===== config.mk =====
export PLATFORM = sky130hd
export DESIGN_NAME = expression_lexer
export DESIGN_NICKNAME = d
export VERILOG_FILES = /design/src/rtl/exlex_pkg.sv /design/src/rtl/exlex_core.sv /design/src/rtl/exlex_fifo.sv /design/src/rtl/expression_lexer.sv
export SDC_FILE = /design/constraint.sdc
export NUM_CORES = 1
export LEC_CHECK = 0
export BUFFER_PORTS_ARGS = -buffer_cell sky130_fd_sc_hd__buf_2
export CAP_MARGIN = 40
export CORE_MARGIN = 2
export CORE_UTILIZATION = 50
export CTS_BUF_LIST = sky130_fd_sc_hd__clkbuf_16
export DETAILED_ROUTE_END_ITERATION = 10
export PLACE_DENSITY = 0.65
export SETUP_SLACK_MARGIN = 0.3
export SYNTH_ARGS = -nofsm -noshare
export SYNTH_HDL_FRONTEND = slang
export SYNTH_SLANG_ARGS = --single-unit

===== constraint.sdc =====
create_clock -name clk -period 9.3 [get_ports clk]
set_input_delay 0.93 -clock clk [delete_from_list [all_inputs] [get_ports clk]]
set_output_delay 0.93 -clock clk [all_outputs]
set_load 0.02 [all_outputs]

===== src/rtl/exlex_pkg.sv =====
package exlex_pkg;

  // Offset counter width inside a text; start_res carries its low 16 bits.
  localparam int TEXT_LENGTH_BITS = 16;

  localparam int FIFO_DEPTH = 4;
  localparam int FIFO_PTR_BITS = $clog2(FIFO_DEPTH);
  localparam int FIFO_CNT_BITS = $clog2(FIFO_DEPTH + 1);

  localparam logic [7:0] CH_TAB    = 8'h09;
  localparam logic [7:0] CH_LF     = 8'h0A;
  localparam logic [7:0] CH_SPACE  = 8'h20;
  localparam logic [7:0] CH_LPAREN = 8'h28;
  localparam logic [7:0] CH_RPAREN = 8'h29;
  localparam logic [7:0] CH_STAR   = 8'h2A;
  localparam logic [7:0] CH_PLUS   = 8'h2B;
  localparam logic [7:0] CH_DASH   = 8'h2D;
  localparam logic [7:0] CH_DOT    = 8'h2E;
  localparam logic [7:0] CH_SLASH  = 8'h2F;
  localparam logic [7:0] CH_ZERO   = 8'h30;
  localparam logic [7:0] CH_NINE   = 8'h39;
  localparam logic [7:0] CH_UP_A   = 8'h41;
  localparam logic [7:0] CH_UP_Z   = 8'h5A;
  localparam logic [7:0] CH_CARET  = 8'h5E;
  localparam logic [7:0] CH_UNDER  = 8'h5F;
  localparam logic [7:0] CH_LO_A   = 8'h61;
  localparam logic [7:0] CH_LO_Z   = 8'h7A;

  typedef enum logic [3:0] {
    TAG_INT      = 4'd0,
    TAG_FLOAT    = 4'd1,
    TAG_IDENT    = 4'd2,
    TAG_LPAREN   = 4'd3,
    TAG_RPAREN   = 4'd4,
    TAG_ADD      = 4'd5,
    TAG_SUB      = 4'd6,
    TAG_MUL      = 4'd7,
    TAG_DIV      = 4'd8,
    TAG_EXP      = 4'd9,
    TAG_MINUS    = 4'd10,
    TAG_BADCHAR  = 4'd11,
    TAG_OVERFLOW = 4'd12,
    TAG_DONE     = 4'd13,
    TAG_NONE     = 4'd15
  } tag_t;

  typedef enum logic [4:0] {
    MODE_IDLE  = 5'b00001,
    MODE_INT   = 5'b00010,
    MODE_FRAC  = 5'b00100,
    MODE_IDENT = 5'b01000,
    MODE_ERROR = 5'b10000
  } mode_t;

  localparam logic ACT_CHAR = 1'b0;
  localparam logic ACT_END  = 1'b1;

  typedef struct packed {
    logic       action;
    logic [7:0] ch;
  } item_t;

  typedef struct packed {
    logic [3:0]  tag;
    logic [15:0] start_res;
    logic [15:0] length;
    logic        last;
  } result_t;

  // Up to two results written into the queue in one cycle, a first.
  typedef struct packed {
    logic [1:0] cnt;
    result_t    a;
    result_t    b;
  } push_t;

  function automatic logic ch_is_digit(input logic [7:0] c);
    return (c >= CH_ZERO) && (c <= CH_NINE);
  endfunction

  function automatic logic ch_is_letter(input logic [7:0] c);
    return ((c >= CH_LO_A) && (c <= CH_LO_Z)) || ((c >= CH_UP_A) && (c <= CH_UP_Z));
  endfunction

  function automatic logic ch_is_space(input logic [7:0] c);
    return (c == CH_SPACE) || (c == CH_TAB) || (c == CH_LF);
  endfunction

  // Single-character operator tag, TAG_NONE for anything else.
  function automatic tag_t ch_op(input logic [7:0] c, input logic unary);
    tag_t t;
    case (c)
      CH_LPAREN: t = TAG_LPAREN;
      CH_RPAREN: t = TAG_RPAREN;
      CH_PLUS:   t = TAG_ADD;
      CH_STAR:   t = TAG_MUL;
      CH_SLASH:  t = TAG_DIV;
      CH_CARET:  t = TAG_EXP;
      CH_DASH:   t = unary ? TAG_MINUS : TAG_SUB;
      default:   t = TAG_NONE;
    endcase
    return t;
  endfunction

  function automatic logic is_unary_ctx(input tag_t p);
    return (p == TAG_NONE) || (p == TAG_LPAREN) || (p == TAG_ADD) || (p == TAG_SUB) ||
           (p == TAG_MUL) || (p == TAG_DIV) || (p == TAG_EXP);
  endfunction

endpackage


===== src/rtl/exlex_core.sv =====
module exlex_core (
  input  logic              clk,
  input  logic              rst,
  input  logic              max_tokens_we,
  input  logic [15:0]       max_tokens_data,
  input  logic              accept,
  input  exlex_pkg::item_t  item,
  output exlex_pkg::push_t  push
);
  import exlex_pkg::*;

  logic [15:0]                 max_tokens;
  mode_t                       mode, mode_next;
  logic [TEXT_LENGTH_BITS-1:0] token_start, token_start_next;
  logic [TEXT_LENGTH_BITS-1:0] char_offset, char_offset_next;
  tag_t                        prev_tag, prev_tag_next;
  logic [15:0]                 token_count, token_count_next;
  logic [15:0]                 pend_len, pend_len_next;

  logic        is_dig, is_let, pending, ovf, flush_do, take, idle_go;
  tag_t        pend_tag, op_tag, prev1;
  logic [15:0] count1, grown;
  result_t     flush_res, r2;
  logic        r2_valid;

  always_comb begin
    is_dig = ch_is_digit(item.ch);
    is_let = ch_is_letter(item.ch);
    pending = (mode == MODE_INT) || (mode == MODE_FRAC) || (mode == MODE_IDENT);
    pend_tag = (mode == MODE_INT) ? TAG_INT : (mode == MODE_FRAC) ? TAG_FLOAT : TAG_IDENT;
    grown = (pend_len == 16'hFFFF) ? pend_len : pend_len + 16'd1;
    ovf = token_count >= max_tokens;

    flush_res.tag = ovf ? TAG_OVERFLOW : pend_tag;
    flush_res.start_res = 16'(token_start);
    flush_res.length = ovf ? 16'd0 : pend_len;
    flush_res.last = 1'b0;

    mode_next = mode;
    token_start_next = token_start;
    char_offset_next = char_offset;
    prev_tag_next = prev_tag;
    token_count_next = token_count;
    pend_len_next = pend_len;
    flush_do = 1'b0;
    take = 1'b0;
    idle_go = 1'b0;
    r2_valid = 1'b0;
    r2 = '0;
    count1 = token_count;
    prev1 = prev_tag;
    op_tag = TAG_NONE;

    if (accept) begin
      if (item.action == ACT_END) begin
        flush_do = pending;
        if (pending && !ovf) begin
          count1 = token_count + 16'd1;
        end
        r2_valid = 1'b1;
        r2.tag = TAG_DONE;
        r2.start_res = 16'(char_offset);
        r2.length = count1;
        mode_next = MODE_IDLE;
        token_start_next = '0;
        char_offset_next = '0;
        prev_tag_next = TAG_NONE;
        token_count_next = '0;
        pend_len_next = '0;
      end else begin
        char_offset_next = char_offset + 1'b1;
        case (mode)
          MODE_INT: begin
            if (is_dig) begin
              pend_len_next = grown;
            end else if (item.ch == CH_DOT) begin
              pend_len_next = grown;
              mode_next = MODE_FRAC;
            end else begin
              take = 1'b1;
            end
          end
          MODE_FRAC: begin
            if (is_dig) pend_len_next = grown;
            else take = 1'b1;
          end
          MODE_IDENT: begin
            if (is_dig || is_let) pend_len_next = grown;
            else take = 1'b1;
          end
          MODE_IDLE: idle_go = 1'b1;
          default: ;
        endcase

        if (take) begin
          flush_do = 1'b1;
          if (ovf) begin
            mode_next = MODE_ERROR;
          end else begin
            count1 = token_count + 16'd1;
            prev1 = pend_tag;
            token_count_next = count1;
            prev_tag_next = prev1;
            mode_next = MODE_IDLE;
            idle_go = 1'b1;
          end
        end

        // Character seen between tokens, after any flush above.
        if (idle_go) begin
          op_tag = ch_op(item.ch, is_unary_ctx(prev1));
          if (ch_is_space(item.ch)) begin
            // skip
          end else if (is_dig || is_let || item.ch == CH_UNDER) begin
            mode_next = is_dig ? MODE_INT : MODE_IDENT;
            token_start_next = char_offset;
            pend_len_next = 16'd1;
          end else if (op_tag != TAG_NONE) begin
            r2_valid = 1'b1;
            r2.start_res = 16'(char_offset);
            if (count1 >= max_tokens) begin
              r2.tag = TAG_OVERFLOW;
              r2.length = 16'd0;
              mode_next = MODE_ERROR;
            end else begin
              r2.tag = op_tag;
              r2.length = 16'd1;
              token_count_next = count1 + 16'd1;
              prev_tag_next = op_tag;
            end
          end else begin
            r2_valid = 1'b1;
            r2.tag = TAG_BADCHAR;
            r2.start_res = 16'(char_offset);
            r2.length = 16'd1;
            mode_next = MODE_ERROR;
          end
        end
      end
    end

    r2.last = 1'b1;
    push.cnt = {1'b0, flush_do} + {1'b0, r2_valid};
    push.a = flush_do ? flush_res : r2;
    push.a.last = !(flush_do && r2_valid);
    push.b = r2;
  end

  always_ff @(posedge clk) begin
    if (rst) begin
      max_tokens <= 16'hFFFF;
      mode <= MODE_IDLE;
      token_start <= '0;
      char_offset <= '0;
      prev_tag <= TAG_NONE;
      token_count <= '0;
      pend_len <= '0;
    end else begin
      if (max_tokens_we) max_tokens <= max_tokens_data;
      mode <= mode_next;
      token_start <= token_start_next;
      char_offset <= char_offset_next;
      prev_tag <= prev_tag_next;
      token_count <= token_count_next;
      pend_len <= pend_len_next;
    end
  end

endmodule


===== src/rtl/exlex_fifo.sv =====
module exlex_fifo (
  input  logic               clk,
  input  logic               rst,
  input  exlex_pkg::push_t   push,
  output logic               room,
  output logic               result_valid,
  input  logic               result_stall,
  output exlex_pkg::result_t result
);
  import exlex_pkg::*;

  result_t                  mem [FIFO_DEPTH];
  logic [FIFO_PTR_BITS-1:0] wr_ptr, rd_ptr;
  logic [FIFO_CNT_BITS-1:0] cnt;
  logic                     pop;

  assign result_valid = cnt != '0;
  assign result = mem[rd_ptr];
  assign pop = result_valid && !result_stall;
  // Keep space for the worst case of two results per word.
  assign room = cnt <= FIFO_CNT_BITS'(FIFO_DEPTH - 2);

  always_ff @(posedge clk) begin
    if (push.cnt != 2'd0) mem[wr_ptr] <= push.a;
    if (push.cnt == 2'd2) mem[wr_ptr + 1'b1] <= push.b;
  end

  always_ff @(posedge clk) begin
    if (rst) begin
      wr_ptr <= '0;
      rd_ptr <= '0;
      cnt <= '0;
    end else begin
      wr_ptr <= wr_ptr + FIFO_PTR_BITS'(push.cnt);
      if (pop) rd_ptr <= rd_ptr + 1'b1;
      cnt <= cnt + FIFO_CNT_BITS'(push.cnt) - FIFO_CNT_BITS'(pop);
    end
  end

endmodule


===== src/rtl/expression_lexer.sv =====
// Streaming lexer for arithmetic expressions. Send one character per word
// (action 0) and an end-of-text word (action 1); each word gives zero, one or
// two results in order, the final one marked by last, and end of text always
// gives a done result carrying the token count. A word is taken every cycle
// while item_stall is low; its results are registered in a four-entry queue
// and leave one per cycle while result_stall is low, a word with two results
// using two slots, and item_stall rises while fewer than two queue slots
// are free. Write max_tokens only between texts while the block is idle.
module expression_lexer (
  input  logic               clk,
  input  logic               rst,
  input  logic               max_tokens_we,
  input  logic [15:0]        max_tokens_data,
  input  logic               item_valid,
  output logic               item_stall,
  input  exlex_pkg::item_t   item,
  output logic               result_valid,
  input  logic               result_stall,
  output exlex_pkg::result_t result
);
  import exlex_pkg::*;

  logic  accept, room;
  push_t push;

  assign item_stall = !room;
  assign accept = item_valid && room;

  exlex_core u_core (
    .clk             (clk),
    .rst             (rst),
    .max_tokens_we   (max_tokens_we),
    .max_tokens_data (max_tokens_data),
    .accept          (accept),
    .item            (item),
    .push            (push)
  );

  exlex_fifo u_fifo (
    .clk          (clk),
    .rst          (rst),
    .push         (push),
    .room         (room),
    .result_valid (result_valid),
    .result_stall (result_stall),
    .result       (result)
  );

  a_push_only_on_accept: assert property (@(posedge clk) disable iff (rst)
    (push.cnt != 2'd0) |-> accept) else $error("result written without a word");

  a_end_gives_done: assert property (@(posedge clk) disable iff (rst)
    (accept && item.action == ACT_END) |-> (push.cnt != 2'd0 && push.b.tag == TAG_DONE))
    else $error("end of text without done");

  a_last_single: assert property (@(posedge clk) disable iff (rst)
    (push.cnt == 2'd1) |-> push.a.last) else $error("single result not marked last");

  a_last_pair: assert property (@(posedge clk) disable iff (rst)
    (push.cnt == 2'd2) |-> (!push.a.last && push.b.last))
    else $error("result pair marked wrong");

endmodule


==> run_results.csv <==
group,metric,value,unit
timing,slew_headroom,39.4,%
synth,yosysSeqAreaShare,47.1,%
clock_network,cts_setup_buffers,0,
synth,yosysWarningCount,0,
setup_path,slowest_stage,"a221o_1",
die,die_area,28400,um2
setup_path,critPathMaxStageDelay,0.76,ns
timing,setup_tns,0,ns
place,gp_congestion,0.915,
finish,register_area,6370,um2
clock_network,insertion_delay,0.56,ns
die,num_io_pins,69,
clock_network,root_buffer,"clkbuf_16",
detailed_routing,antenna_left,0,
synth,synth-edff-count,144,
power,irDropWorstVdd,154,uV
detailed_routing,drtIter0Drc,1245,
finish,multi_input_area,6640,um2
global_route,grt_pass1_vias,10400,
finish,layout.nets,1406,
setup_path,critPathLaunchType,"register",
clock_network,postCtsHoldBufs,0,
setup_path,crit_chain,"ha_1 -> nand2_1 -> o21a_1 -> o21ai_0 -> a221o_1 -> a21oi_1 -> o21ai_0 -> inv_1 -> ha_1 -> a21o_1 -> a31o_2 -> o21bai_1 -> o32a_1 -> a221oi_4 -> nand4b_1 -> or4b_1 -> nand3_1",
synth,synth.top_cell.area_share,32.0,%
synth,synth.area.top_cells,"edfxtp_1 (32%), dfxtp_1 (15%), a22o_1 (7.1%), mux4_2 (6.2%), ha_1 (3.9%)",
synth,synth_cell_types,84,
finish,syn2layout_area_growth,13.0,%
global_route,antenna_found_initial,0,
detailed_routing,vias,10800,
die,core_area,26700,um2
place,hpwl,24.1,mm
power,pwr_density_cell,211,nW/um2
detailed_routing,routed_via_density,6.36,
clock_network,clk_pin_slew,0.06,ns
global_route,grt.total_usage,25.4,%
setup_path,end_kind,"register",
die,core.rowCount,60,
detailed_routing,dr.pass1.iters,6,
timing,fin_ws,3.68,ns
power,p_leak,5.60,nW
finish,insertedDiodeCount,0,
synth,synth_ff_type,"edfxtp_1",
clock_network,clockBufferDepth,3,
synth,post-synth-top-count-cell,"edfxtp_1",
global_route,overflow,0,
timing,maxSlewViolCount,0,
timing,setup_viol,0,
clock_network,numCtsBuffers,27,
die,die_x,168,um
clock_network,cts_resized,0,
clock_network,htree_levels,1,
finish,filler_cell_count,2335,
clock_network,cts_sinks,246,
job,cap_violations,0,
setup_path,critical_path_class,"reg -> reg",
detailed_routing,drt_wl_total,35.9,mm
global_route,grt_pass1_wl,57.5,mm
detailed_routing,wl_per_cell,21.2,um
timing,final.period_utilization,60.4,%
finish,postLayoutCoreUtil,57.1,%
synth,ys_seq_elements,246,
setup_path,crit_arrival,6.12,ns
synth,async_reset_ff_share,0,%
detailed_routing,drc,0,
die,fp.dieH,168,um
place,io_buffer_count,68,
die,initial_core_util,50.6,%
timing,clock.fmax,0.178,GHz
setup_path,cp_max_fo,19,
synth,synthCells,1301,
synth,synth_top_area_cell,"edfxtp_1",
timing,tightest_slew,0.908,ns
synth,synth.cells.most_frequent,"edfxtp_1 (144), nor2_1 (116), a22o_1 (109), nand2_1 (109), dfxtp_1 (102)",
synth,synth_nets,1374,
synth,syn_area,13500,um2
timing,period_needed,5.62,ns
clock_network,cts_tree,"done",
outcome,outcome,"complete, no violations",
hold_path,worst_hold_path_type,"reg -> reg",
global_route,grt_max_degree,54,
place,place_ws,3.22,ns
setup_path,rrSetupSlack,3.68,ns
timing,rsz0062_at_grt,"false",
timing,finalHoldViolCount,0,
setup_path,required,9.80,ns
timing,clock_skew,0.0106,ns
finish,drive_above_1_share,15.8,%
synth,syn_avg_cell_area,10.4,um2
==> layer usage <==
layer / up-vias / routed length (um) / GRT usage [%]
li1: 5061 / - / -
met1: 5189 / 16200 / 36.9
met2: 462 / 16200 / 39.8
met3: 71 / 2710 / 3.64
met4: 0 / 813 / 7.42
met5: - / 0 / 0
==> through the flow <==
| stage | std cells | hold slack [ns] | total power, W | cell area [um2] |
|---|---|---|---|---|
| 2_1_floorplan | 1301 | 0.453 | 0.00180 | 13500 |
| 3_3_place_gp | 1631 | 0.482 | 0.00202 | 14100 |
| 3_5_place_dp | 1644 | 0.491 | 0.00204 | 14200 |
| 4_1_cts | 1694 | 0.500 | 0.00324 | 15300 |
| 5_1_grt | 1695 | 0.524 | 0.00334 | 15300 |
| 6_report | 1695 | 0.506 | 0.00322 | 15300 |
==> layout make-up <==
| cell class | count | area share, % |
|---|---|---|
| Clock buffer | 30 | 4.92 |
| Multi-Input combinational cell | 912 | 43.5 |
| Tap cell | 341 | 2.79 |
| Clock inverter | 20 | 1.81 |
| Sequential cell | 246 | 41.7 |
| Inverter | 41 | 1.01 |
| Timing Repair Buffer | 105 | 4.26 |
==> layout by cell type, fill, tap and decap left out, types with 13 or more instances in the layout <==
cell type,Yosys,layout
nor2_1,116,113
o21ai_0,58,58
clkbuf_16,0,30
a22oi_1,22,22
nor3_1,19,19
buf_2,8,69
dfxtp_1,102,100
xor2_1,24,24
nand2b_1,14,14
mux4_2,37,37
o211ai_1,26,26
a32o_1,20,20
ha_1,42,42
a21oi_1,67,64
nand4_1,13,13
edfxtp_1,144,144
a22o_1,109,109
nand3_1,41,41
inv_1,39,42
buf_4,0,28
xnor2_1,23,23
and3_1,14,14
nand2_1,109,109
==> where the power goes <==
part	total (W)	internal, W	switching (W)
logic	0.000739	0.000277	0.000462
registers	0.00128	0.00124	0.0000385
clock network	0.00121	0.000751	0.000456
total	0.00322	0.00227	0.000957
==> worst max-delay path, delay by kind of cell (launching register included) <==
kind | cells | cell delay, ns
buffers and inverters | 1 | 0.09
AO/OA/AOI/OAI | 10 | 3.25
AND/OR/NAND/NOR | 4 | 1.05
flip-flops | 1 | 0.59
adder cells (fa/ha/maj) | 2 | 0.57
==> worst paths after layout <==
| check | startpoint | end | depth (start not counted) |
|---|---|---|---|
| worst max-delay path | u_core.token_count[11] | u_core.token_count[14] | 17 |
| worst min-delay path | u_core.prev_tag[0] | u_core.prev_tag[0] | 2 |
| worst max register to register | u_core.token_count[11] | u_core.token_count[14] | 17 |
| worst min register to register | u_core.prev_tag[0] | u_core.prev_tag[0] | 2 |
==> state kept, by name, indices dropped and copies added (netlist names), 4 cells and up, named ones only <==
name and cells:
u_core.prev_tag 4, u_core.pend_len 16, u_core.char_offset 16, u_fifo.mem 148
u_core.token_count 16, u_core.mode 5, u_core.max_tokens 16, u_core.token_start 16
==> kinds of logic (layout without fill, tap and decap cells) <==
group	after synthesis	count (layout)	share of synthesized area (%)
simple gates	384	384	13.6
buf+inv	143	196	4.10
flops	246	246	47.1
compound gates	397	397	21.6
mux	40	40	6.41
fa+ha+maj	44	44	4.11
xor+xnor	47	47	3.05
Note: power is estimated with default switching activity, not from simulation.
